===== config.mk =====
export PLATFORM = sky130hd
export DESIGN_NAME = stepped_line_point_generator_unit
export DESIGN_NICKNAME = d
export VERILOG_FILES = /design/src/design/slpg_pkg.sv /design/src/design/slpg_mul.sv /design/src/design/slpg_div.sv /design/src/design/stepped_line_point_generator_unit.sv
export SDC_FILE = /design/constraint.sdc
export NUM_CORES = 1
export LEC_CHECK = 0
export ABC_AREA = 1
export BUFFER_PORTS_ARGS = -buffer_cell sky130_fd_sc_hd__buf_2
export CAP_MARGIN = 20
export CELL_PAD_IN_SITES_DETAIL_PLACEMENT = 1
export CELL_PAD_IN_SITES_GLOBAL_PLACEMENT = 1
export CORE_ASPECT_RATIO = 2
export CORE_MARGIN = 4
export CORE_UTILIZATION = 49
export CTS_CLUSTER_SIZE = 12
export DETAILED_ROUTE_END_ITERATION = 10
export PLACE_DENSITY = 0.81
export SLEW_MARGIN = 25
export SYNTH_ARGS = -nofsm -noshare
export SYNTH_HDL_FRONTEND = slang
export SYNTH_SLANG_ARGS = --single-unit

===== constraint.sdc =====
create_clock -name i_clk -period 12.3 [get_ports i_clk]
set_clock_uncertainty 0.15 [all_clocks]
set_input_delay 2.46 -clock i_clk [delete_from_list [all_inputs] [get_ports i_clk]]
set_output_delay 2.46 -clock i_clk [all_outputs]
set_load 0.005 [all_outputs]

===== src/design/slpg_pkg.sv =====
// Shared constants for the stepped line point generator.
// No dependencies; used by the top level and its checker.
package slpg_pkg;

    localparam int FRAC_BITS = 4;
    localparam int INT_BITS  = 10;
    localparam int STEP_W    = 10;

    localparam logic CMD_LOAD = 1'b0;
    localparam logic CMD_NEXT = 1'b1;

endpackage


===== src/design/slpg_mul.sv =====
// Registered signed multiplier shared by the load and next-point paths.
// No package dependencies.
module slpg_mul #(
    parameter int A_W = 15
) (
    input  logic                    i_clk,
    input  logic                    i_en,
    input  logic signed [A_W-1:0]   i_a,
    input  logic signed [A_W-1:0]   i_b,
    output logic signed [2*A_W-1:0] o_p
);

    logic signed [2*A_W-1:0] r_p;

    always_ff @(posedge i_clk) begin
        if (i_en) begin
            r_p <= i_a * i_b;
        end
    end

    assign o_p = r_p;

endmodule


===== src/design/slpg_div.sv =====
// Restoring divider: one quotient bit per cycle by compare and subtract.
// No package dependencies; the quotient must fit in Q_W bits.
module slpg_div #(
    parameter int NUM_W = 30,
    parameter int DEN_W = 19,
    parameter int Q_W   = 11
) (
    input  logic             i_clk,
    input  logic             i_rst_n,
    input  logic             i_start,
    input  logic [NUM_W-1:0] i_num,
    input  logic [DEN_W-1:0] i_den,
    output logic             o_done,
    output logic [Q_W-1:0]   o_quot
);

    localparam int CNT_W = $clog2(Q_W + 1);

    logic [NUM_W-1:0] r_rem;
    logic [NUM_W-1:0] r_den_sh;
    logic [Q_W-1:0]   r_q;
    logic [CNT_W-1:0] r_cnt;
    logic             r_done;
    logic [NUM_W:0]   w_sub;
    logic             w_ge;

    assign w_sub = {1'b0, r_rem} - {1'b0, r_den_sh};
    assign w_ge  = !w_sub[NUM_W];

    always_ff @(posedge i_clk) begin
        if (!i_rst_n) begin
            r_cnt  <= '0;
            r_done <= 1'b0;
        end else if (i_start) begin
            r_cnt  <= CNT_W'(Q_W);
            r_done <= 1'b0;
        end else if (r_cnt != '0) begin
            r_cnt <= r_cnt - 1'b1;
            if (r_cnt == CNT_W'(1)) begin
                r_done <= 1'b1;
            end
        end
    end

    always_ff @(posedge i_clk) begin
        if (i_start) begin
            r_rem    <= i_num;
            r_den_sh <= NUM_W'(i_den) << (Q_W - 1);
            r_q      <= '0;
        end else if (r_cnt != '0) begin
            // take the difference as the new partial remainder when the shifted divisor fits
            if (w_ge) begin
                r_rem <= w_sub[NUM_W-1:0];
            end
            r_q      <= {r_q[Q_W-2:0], w_ge};
            r_den_sh <= r_den_sh >> 1;
        end
    end

    assign o_done = r_done;
    assign o_quot = r_q;

endmodule


===== src/design/stepped_line_point_generator_unit.sv =====
// Stepped line point generator: loads a line, then hands out at most one point per next word.
// Depends on slpg_pkg, slpg_mul and slpg_div.
//
//  channel | direction | handshake                 | payload
//  --------+-----------+---------------------------+----------------------------------
//  cfg     | in        | i_cfg_we                  | i_cfg_wdata (step width)
//  in      | in        | i_in_valid / o_in_stall   | i_cmd, i_x_a, i_y_a, i_x_b, i_y_b
//  out     | out       | o_out_valid / i_out_stall | o_px, o_py, o_point_valid, o_last_point
//
// A load word passes through S_BASE, where the base of the numerator is formed, and gives no output word.
// A next word on a vertical or exhausted line gives its output word in the following cycle.
// A next word on a sloped line goes through S_NUM, then S_DIV, where the divider produces one bit
// of y per cycle; S_DIV gives the output word once the output side is free.
// Reset is synchronous and active low; it leaves the walk exhausted with step 1.
// A stalled output word holds; o_in_stall stays high while it is stuck.
module stepped_line_point_generator_unit #(
    parameter int FRAC_BITS = slpg_pkg::FRAC_BITS,
    parameter int INT_BITS  = slpg_pkg::INT_BITS
) (
    input  logic                              i_clk,
    input  logic                              i_rst_n,
    input  logic                              i_cfg_we,
    input  logic [slpg_pkg::STEP_W-1:0]       i_cfg_wdata,
    input  logic                              i_in_valid,
    output logic                              o_in_stall,
    input  logic                              i_cmd,
    input  logic [INT_BITS+FRAC_BITS-1:0]     i_x_a,
    input  logic [INT_BITS+FRAC_BITS-1:0]     i_y_a,
    input  logic [INT_BITS+FRAC_BITS-1:0]     i_x_b,
    input  logic [INT_BITS+FRAC_BITS-1:0]     i_y_b,
    output logic                              o_out_valid,
    input  logic                              i_out_stall,
    output logic [INT_BITS:0]                 o_px,
    output logic [INT_BITS:0]                 o_py,
    output logic                              o_point_valid,
    output logic                              o_last_point
);

    localparam int COORD_W = INT_BITS + FRAC_BITS;
    localparam int OUT_W   = INT_BITS + 1;
    localparam int STEP_W  = slpg_pkg::STEP_W;
    localparam int WALK_W  = ((COORD_W > STEP_W + FRAC_BITS) ? COORD_W
                                                             : STEP_W + FRAC_BITS) + 1;
    localparam int MUL_W   = COORD_W + 1;
    localparam int NUM_W   = 2 * COORD_W + 2;
    localparam int DEN_W   = COORD_W + FRAC_BITS + 1;
    localparam int VCMP_W  = WALK_W + FRAC_BITS;
    localparam logic [COORD_W:0] HALF = (COORD_W + 1)'((1 << FRAC_BITS) >> 1);

    typedef enum logic [3:0] {
        S_IDLE = 4'b0001,
        S_BASE = 4'b0010,
        S_NUM  = 4'b0100,
        S_DIV  = 4'b1000
    } t_state;

    // half-up rounding of a fixed-point coordinate to whole pixels
    function automatic logic [OUT_W-1:0] f_round(input logic [COORD_W-1:0] v);
        logic [COORD_W:0] s;
        s = {1'b0, v} + HALF;
        return OUT_W'(s >> FRAC_BITS);
    endfunction

    // control state
    t_state           r_state, n_state;
    logic [STEP_W-1:0] r_step;
    logic             r_exh, n_exh;
    logic             r_out_valid, n_out_valid;

    // line state and payload
    logic [COORD_W-1:0] r_fx, n_fx, r_fy, n_fy, r_ex, n_ex, r_ey, n_ey;
    logic [WALK_W-1:0]  r_walk, n_walk;
    logic               r_vert, n_vert;
    logic [NUM_W-1:0]   r_base, n_base;
    logic [OUT_W-1:0]   r_hold_px, n_hold_px;
    logic               r_hold_last, n_hold_last;
    logic [OUT_W-1:0]   r_px, n_px, r_py, n_py;
    logic               r_pv, n_pv, r_last, n_last;

    // load-time endpoint ordering
    logic               w_xswap, w_yswap, w_ld_vert;
    logic [COORD_W-1:0] w_ld_fx, w_ld_ex, w_ld_fy0, w_ld_ey0, w_ld_fy, w_ld_ey;

    // walk arithmetic
    logic [STEP_W-1:0]  w_step;
    logic [COORD_W-1:0] w_dx;
    logic [WALK_W-1:0]  w_next_v, w_next_s;
    logic [VCMP_W-1:0]  w_vpos, w_vnext, w_vend;
    logic               w_v_past, w_v_last, w_s_past, w_s_last;

    // shared multiplier and divider
    logic                     w_acc, w_out_free, w_mul_en, w_div_start, w_div_done;
    logic signed [MUL_W-1:0]  w_mul_a, w_mul_b;
    logic signed [NUM_W-1:0]  w_prod;
    logic signed [NUM_W+1:0]  w_num_s;
    logic [NUM_W-1:0]         w_num;
    logic [DEN_W-1:0]         w_den;
    logic [OUT_W-1:0]         w_quot;

    assign o_in_stall = (r_state != S_IDLE) || (r_out_valid && i_out_stall);
    assign w_acc      = i_in_valid && !o_in_stall;
    assign w_out_free = !r_out_valid || !i_out_stall;

    // order the endpoints so x rises; a vertical line also gets rising y
    assign w_xswap   = i_x_a > i_x_b;
    assign w_ld_fx   = w_xswap ? i_x_b : i_x_a;
    assign w_ld_ex   = w_xswap ? i_x_a : i_x_b;
    assign w_ld_fy0  = w_xswap ? i_y_b : i_y_a;
    assign w_ld_ey0  = w_xswap ? i_y_a : i_y_b;
    assign w_ld_vert = w_ld_fx == w_ld_ex;
    assign w_yswap   = w_ld_vert && (w_ld_fy0 > w_ld_ey0);
    assign w_ld_fy   = w_yswap ? w_ld_ey0 : w_ld_fy0;
    assign w_ld_ey   = w_yswap ? w_ld_fy0 : w_ld_ey0;

    // a zero step acts as one
    assign w_step = (r_step == '0) ? STEP_W'(1) : r_step;
    assign w_dx   = r_ex - r_fx;

    // vertical walk: integer y compared against the fixed-point top
    assign w_next_v = r_walk + WALK_W'(w_step);
    assign w_vpos   = {r_walk, {FRAC_BITS{1'b0}}};
    assign w_vnext  = {w_next_v, {FRAC_BITS{1'b0}}};
    assign w_vend   = VCMP_W'(r_ey);
    assign w_v_past = w_vpos > w_vend;
    assign w_v_last = w_vnext > w_vend;

    // sloped walk: fixed-point x
    assign w_next_s = r_walk + (WALK_W'(w_step) << FRAC_BITS);
    assign w_s_past = r_walk > WALK_W'(r_ex);
    assign w_s_last = w_next_s > WALK_W'(r_ex);

    // multiplier operands: y1*dx on load, (x - x1)*dy on a next word
    always_comb begin
        if (i_cmd == slpg_pkg::CMD_LOAD) begin
            w_mul_a = signed'({1'b0, w_ld_fy});
            w_mul_b = signed'({1'b0, w_ld_ex}) - signed'({1'b0, w_ld_fx});
        end else begin
            w_mul_a = signed'({1'b0, r_walk[COORD_W-1:0] - r_fx});
            w_mul_b = signed'({1'b0, r_ey}) - signed'({1'b0, r_fy});
        end
    end

    assign w_mul_en = w_acc;

    slpg_mul #(
        .A_W (MUL_W)
    ) u_mul (
        .i_clk (i_clk),
        .i_en  (w_mul_en),
        .i_a   (w_mul_a),
        .i_b   (w_mul_b),
        .o_p   (w_prod)
    );

    // numerator 2*(y1*dx + (x-x1)*dy) + dx*2^F; the line keeps it non-negative
    assign w_num_s = signed'({2'b00, r_base}) + ((NUM_W + 2)'(w_prod) <<< 1);
    assign w_num   = w_num_s[NUM_W-1:0];
    assign w_den   = DEN_W'(w_dx) << (FRAC_BITS + 1);

    slpg_div #(
        .NUM_W (NUM_W),
        .DEN_W (DEN_W),
        .Q_W   (OUT_W)
    ) u_div (
        .i_clk   (i_clk),
        .i_rst_n (i_rst_n),
        .i_start (w_div_start),
        .i_num   (w_num),
        .i_den   (w_den),
        .o_done  (w_div_done),
        .o_quot  (w_quot)
    );

    always_comb begin
        n_state     = r_state;
        n_exh       = r_exh;
        n_fx        = r_fx;
        n_fy        = r_fy;
        n_ex        = r_ex;
        n_ey        = r_ey;
        n_walk      = r_walk;
        n_vert      = r_vert;
        n_base      = r_base;
        n_hold_px   = r_hold_px;
        n_hold_last = r_hold_last;
        n_px        = r_px;
        n_py        = r_py;
        n_pv        = r_pv;
        n_last      = r_last;
        n_out_valid = r_out_valid && i_out_stall;
        w_div_start = 1'b0;

        case (r_state)
            S_IDLE: begin
                if (w_acc) begin
                    if (i_cmd == slpg_pkg::CMD_LOAD) begin
                        n_fx    = w_ld_fx;
                        n_fy    = w_ld_fy;
                        n_ex    = w_ld_ex;
                        n_ey    = w_ld_ey;
                        n_vert  = w_ld_vert;
                        n_walk  = w_ld_vert ? WALK_W'(f_round(w_ld_fy)) : WALK_W'(w_ld_fx);
                        n_exh   = 1'b0;
                        n_state = S_BASE;
                    end else if (r_exh || (r_vert && w_v_past) || (!r_vert && w_s_past)) begin
                        // nothing left to plot: report an empty word
                        n_exh       = 1'b1;
                        n_out_valid = 1'b1;
                        n_px        = '0;
                        n_py        = '0;
                        n_pv        = 1'b0;
                        n_last      = 1'b0;
                    end else if (r_vert) begin
                        n_out_valid = 1'b1;
                        n_px        = f_round(r_fx);
                        n_py        = r_walk[OUT_W-1:0];
                        n_pv        = 1'b1;
                        n_last      = w_v_last;
                        n_walk      = w_next_v;
                        n_exh       = w_v_last;
                    end else begin
                        // sloped: hold x and the last flag while y is divided out
                        n_hold_px   = f_round(r_walk[COORD_W-1:0]);
                        n_hold_last = w_s_last;
                        n_walk      = w_next_s;
                        n_exh       = w_s_last;
                        n_state     = S_NUM;
                    end
                end
            end
            S_BASE: begin
                n_base  = (NUM_W'(unsigned'(w_prod)) << 1) + (NUM_W'(w_dx) << FRAC_BITS);
                n_state = S_IDLE;
            end
            S_NUM: begin
                w_div_start = 1'b1;
                n_state     = S_DIV;
            end
            S_DIV: begin
                if (w_div_done && w_out_free) begin
                    n_out_valid = 1'b1;
                    n_px        = r_hold_px;
                    n_py        = w_quot;
                    n_pv        = 1'b1;
                    n_last      = r_hold_last;
                    n_state     = S_IDLE;
                end
            end
            default: begin
                n_state = S_IDLE;
            end
        endcase
    end

    always_ff @(posedge i_clk) begin
        if (!i_rst_n) begin
            r_state     <= S_IDLE;
            r_step      <= STEP_W'(1);
            r_exh       <= 1'b1;
            r_out_valid <= 1'b0;
        end else begin
            r_state     <= n_state;
            r_exh       <= n_exh;
            r_out_valid <= n_out_valid;
            if (i_cfg_we) begin
                r_step <= i_cfg_wdata;
            end
        end
    end

    always_ff @(posedge i_clk) begin
        r_fx        <= n_fx;
        r_fy        <= n_fy;
        r_ex        <= n_ex;
        r_ey        <= n_ey;
        r_walk      <= n_walk;
        r_vert      <= n_vert;
        r_base      <= n_base;
        r_hold_px   <= n_hold_px;
        r_hold_last <= n_hold_last;
        r_px        <= n_px;
        r_py        <= n_py;
        r_pv        <= n_pv;
        r_last      <= n_last;
    end

    assign o_out_valid   = r_out_valid;
    assign o_px          = r_px;
    assign o_py          = r_py;
    assign o_point_valid = r_pv;
    assign o_last_point  = r_last;

endmodule


; After elaboration in Yosys (flattened, before gate mapping)
; Index checks and enable logic that the tools add are counted.
[totals]
output_inout_bits = 26
ff_bits = 258
inputBits = 72
[op_classes]
addsub = 13
magnitude_cmp = 6
eq_ne = 15
reduce_logical = 28
mul = 1
mux = 60
n_bitwise = 4
[ops]
columns = op, count
row1 = 14-bit 2-to-1 mux, 8
row2 = 11-bit 2-to-1 mux, 10
row3 = 30-bit 2-to-1 mux, 3
row4 = 15-bit 2-to-1 mux, 4
row5 = 29-bit 2-to-1 mux, 2
row6 = "14-bit by 4-bit adder with 15-bit output, second input constant", 3
row7 = 11-bit case mux with 2 select lines, 2
row8 = 19-bit by 14-bit greater-than comparator with 1-bit output, 2
row9 = 30-bit by 29-bit subtractor with 31-bit output, 1
row10 = 30-bit by 18-bit adder with 30-bit output, 1
row11 = 30-bit adder, 1
row12 = 15-bit by 14-bit greater-than comparator with 1-bit output, 2
row13 = 14-bit by 14-bit subtractor with 15-bit output, 2
row14 = 15-bit by 15-bit multiplier with 29-bit output, 1
row15 = 14-bit greater-than comparator, 2
row16 = 4-bit 2-to-1 mux, 7
row17 = 14-bit subtractor, 2
row18 = 1-bit 2-to-1 mux, 19
row19 = 15-bit by 10-bit adder with 15-bit output, 1
row20 = 15-bit by 14-bit adder with 15-bit output, 1
row21 = 14-bit equality test, 1
row22 = 4-bit case mux with 3 select lines, 1
row23 = 10-bit logical NOT, 1
row24 = 10-bit 2-to-1 mux, 1
row25 = other kinds (21), 49

; Longest topological paths before layout
[logic_depth]
ltp_word = 9
ltp_mapped = 54
ltp_nobuf = 51

; Modules after synthesis
; A second synthesis with hierarchy kept.
[hier_totals]
cells_unflattened = 3931
hier_area_um2 = 29871.1
[modules_own_cells]
columns = mod, instances, seq_area_each_um2, area_each_um2, cells_each
row1 = stepped_line_point_generator_unit, 1, 4434.3, 14193.6, 1856
row2 = slpg_mul, 1, 900.9, 10386.2, 1297
row3 = slpg_div, 1, 1991.9, 5291.3, 778

; Least setup slack after synthesis
; Ideal clock, no wire load.
[synth_timing]
kind = input-to-reg
start = input port i_x_b[10]
end = register u_mul.r_p[28], in the netlist u_mul.o_p[28] (data pin)
t_required_ns = 11.896
slack_ns = 1.311
cell_stages = 48
n_path_buf = 3
setup_time_ns = 0.254
t_arrival_ns = 10.584
cell_sequence = inv_1 ha_1 nand2_1 nor2_1 inv_1 nor2_2 nand2_1 nand2_2 nand2_4 buf_6 buf_6 nand2_1 o21ai_1 or2_1 ha_1 a21oi_2 inv_2 a21oi_1 (+12 left out) fa_1 inv_1 fa_1 inv_1 ha_1 a21oi_1 o21ai_0 inv_1 o221ai_1 a21oi_1 o21ai_0 a21boi_0 o21ai_0 nand2_1 nand2_1 xor2_1 xnor2_1 inv_1
[synth_between]
elab_chain_cells = 7
word_cells_on_any_way = 13
cone_classes = add/sub: 1 / mul: 1 / order compare: 2 / eq/ne: 1 / mux: 7 / reduce/logical: 1
[synth_rtl]
columns = element, line
row1 = start: declaration, stepped_line_point_generator_unit.sv:29  ; input logic [INT_BITS+FRAC_BITS-1:0] i_x_b,
row2 = 14-bit greater-than comparator (*), stepped_line_point_generator_unit.sv:105  ; assign w_xswap = i_x_a > i_x_b;
row3 = 14-bit 2-to-1 mux (*), stepped_line_point_generator_unit.sv:107  ; assign w_ld_ex = w_xswap ? i_x_a : i_x_b;
row4 = named net w_ld_ex[0], stepped_line_point_generator_unit.sv:82  ; logic [COORD_W-1:0] w_ld_fx, w_ld_ex, w_ld_fy0, w_ld_ey0, w_ld_fy, w_ld_ey;
row5 = "parallel branches: the longest is 4 deep, another holds 14-bit by 14-bit subtractor with 15-bit output", -
row6 = 15-bit by 15-bit multiplier with 29-bit output (*), slpg_mul.sv:17  ; r_p <= i_a * i_b;
row7 = end signal: assignment, slpg_mul.sv:17
row8 = end: declaration, slpg_mul.sv:13  ; logic signed [2*A_W-1:0] r_p;
; Mark *: on every way through the listed nets, which the timed path passes.
; A chain may end at the register's enable or synchronous reset.

; Final worst setup path
[layout_timing]
start = input port i_x_b[5]
end = register u_mul.r_p[28], in the netlist u_mul.o_p[28] (data pin)
; Same word-level chain as after synthesis.

==> flow_summary.ini <==
[sta]
relSlewSlack = 0.361
setup_viol = 0
fmax_mhz = 85.6
drv_slew = 0
finalCritPeriodShare = 0.950
finalHoldViolations = 0
rsz0062_at_grt = false
tightest_slew_ns = 0.949
finalCriticalPeriod_ns = 11.68
tns_ns = 0

[worst_hold_path]
min_to = r_base[3]$_DFFE_PN_
hold_path.class = flip-flop to flip-flop
hold_depth = 0
worstHoldStart = u_mul.o_p[2]$_DFFE_PP_

[clock_tree]
cts_tree = done
clockRootBuffer = clkbuf_16
holdBufCountCts = 0
htree_levels = 1
cts_resized = 0
cts_buffers = 26
clk_pin_slew_ns = 0.07
cts.sinks = 257
clock_path_buffers = 3
clk_latency_ns = 0.62
postCtsSetupRepairBufs = 0

[logic_synthesis]
synth_largest_area_cell = edfxtp_1
synth_edf_count = 210
async_flop_share = 0
syn_avg_cell_area_um2 = 7.93
synth-seq-cells = 257
yosysSeqAreaShare = 0.273
synth_area_leaders = edfxtp_1 (24%), ha_1 (14%), fa_1 (12%)
syn_inst = 3350
synth.distinct_cells = 62
ys_warn_count = 0
synth_area_um2 = 26600
synth_top_area_frac = 0.237
synthMostInstantiatedCell = nand2_1
ys_top_cells_by_count = nand2_1 (674), inv_1 (595), ha_1 (298)
synth_flop_cell = edfxtp_1
syn_nets = 3883

[placement]
port_buffers = 97
dp_hpwl_mm = 77.4
place_congestion = 1.01

[setup_path]
crit_family = adder cells
cp.arrival_ns = 11.85
r2r_cells = 40
worstSetupEndpointType = flip-flop
regToRegEndpoint = u_mul.o_p[28]$_DFFE_PP_
slowest_stage = fa_1
r2r-start = r_walk[0]$_DFFE_PP_
cp-start-kind = input port
max_stage_delay_ns = 0.54
crit_top_cell = nand2_1
cp-startpoint = i_x_b[5]
cp_max_fo = 17
path_buf_inv = 9
path_class = input port to flip-flop
regToRegSetupSlack_ns = 2.77
cp.required_ns = 12.46

[flow_run]
drv_cap = 0

[floorplanning]
ios = 98
dieArea_um2 = 58200
rows = 120
coreArea_um2 = 53600
start_util = 0.495
die_height_um = 337
fp.dieW_um = 173

[detailed_routing]
ant_nets = 0
drt_iter0_markers = 1067
drc = 0
first_pass_iters = 5
via_per_inst = 5.65
routedWlPerCell_um = 21.9
vias = 23600
routed_wl_mm = 91.5

[outcome]
status = finished, final reports clean

[grt]
grt_usage = 0.312
globalRouteOverflowTotal = 0
grt_max_degree = 52
grt_pass1_wl_mm = 143
grt_antenna_before_repair = 5
grt_pass1_vias = 26400

[finish]
drive_gt1_frac = 0.0872
area_delta_synth_final_pct = 8.86
fill_cells = 6700
final_nets = 4012
-- worst max path at each step --
stage               cells after the start  slack, ns                       to
finish                                 48       0.62  u_mul.o_p[28]$_DFFE_PP_
global route                           44       0.04  u_mul.o_p[28]$_DFFE_PP_
CTS                                    48       0.43  u_mul.o_p[28]$_DFFE_PP_
detailed placement                     48      -0.13  u_mul.o_p[28]$_DFFE_PP_
global placement                       48       0.21  u_mul.o_p[28]$_DFFE_PP_
floorplan                              48       1.31  u_mul.o_p[28]$_DFFE_PP_
-- routing by layer --
layer,part of all wire,GRT usage,routed length (µm),up-vias
met5,0.00059,0,54,-
met1,0.35,0.310,31700,11500
li1,-,-,-,11100
met2,0.53,0.603,48500,602
met3,0.039,0.0348,3600,302
met4,0.083,0.214,7630,8
-- state kept, by name, summed over array words and instances, names as in the netlist, 10 cells and up --
name            cells
u_div.o_quot       11
u_mul.o_p          29
r_walk             15
r_fx               14
r_ey               14
r_step             10
o_px               11
o_py               11
r_hold_px          11
r_ex               14
u_div.r_rem        30
r_base             29
r_fy               14
u_div.r_den_sh     29
-- through the flow --
| stage | util | hold WS, ns | setup WS [ns] | cell area, µm² | std cells |
|---|---|---|---|---|---|
| after detailed placement | 0.525 | 0.298 | -0.133 | 28100 | 4122 |
| after global routing | 0.539 | 0.277 | 0.0393 | 28900 | 4170 |
| after global placement | 0.525 | 0.299 | 0.211 | 28100 | 4122 |
| after CTS | 0.539 | 0.255 | 0.429 | 28900 | 4170 |
| after floorplan | - | 0.280 | 1.31 | 26600 | 3350 |
| final | 0.539 | 0.255 | 0.618 | 28900 | 4171 |
-- logic make-up (layout without fill, tap and decap cells) --
kind of cell / count (synthesis) / after routing / share of synthesized area
other: 0 / 1 / 0
XOR/XNOR: 135 / 135 / 0.0445
flip-flops: 257 / 257 / 0.273
AO/OA/AOI/OAI: 625 / 625 / 0.133
buffers and inverters: 697 / 846 / 0.103
adder cells (fa/ha/maj): 461 / 461 / 0.263
AND/OR/NAND/NOR: 1175 / 1175 / 0.184
-- worst register-to-register path, delay by kind of cell (launching register included) --
family / cells / cell delay, ns
fa+ha+maj: 9 / 4.06
compound gates: 13 / 2.39
buf+inv: 9 / 0.92
simple gates: 7 / 0.92
flops: 1 / 0.45
xor+xnor: 2 / 0.31
-- area by class of cell --
class	count	area (µm²)	area share
flip-flops and latches	257	7250	0.251
repair buffers	172	1060	0.0367
clock inverters	5	50.0	0.00173
multi-input cells	2396	16600	0.575
well taps	671	840	0.0290
diodes	1	2.50	0.0000866
clock buffers	43	734	0.0254
inverters	626	2350	0.0814
-- cell usage in the layout (no fill, tap or decap), drive strengths merged, types with 6 or more instances in the layout --
cell type	Yosys	layout
ha	298	298
nor4	7	7
xor2	87	87
edfxtp	210	210
clkinv	6	11
dfxtp	47	47
xnor2	48	48
a21oi	239	239
clkbuf	45	43
o21a	9	9
a31oi	15	15
or2	21	21
o211ai	10	10
a21boi	7	7
nand3	116	116
nand2	691	691
a21o	10	10
nand3b	6	6
o221ai	6	6
o31ai	10	10
fa	163	163
o21bai	19	19
nor2	270	270
nor3	37	37
nand4	22	22
buf	26	172
o21ai	276	276
inv	620	620
Power is left out: the tool's default activity adds up to more than one toggle a clock period on the data nets, which glitch-free logic cannot reach.
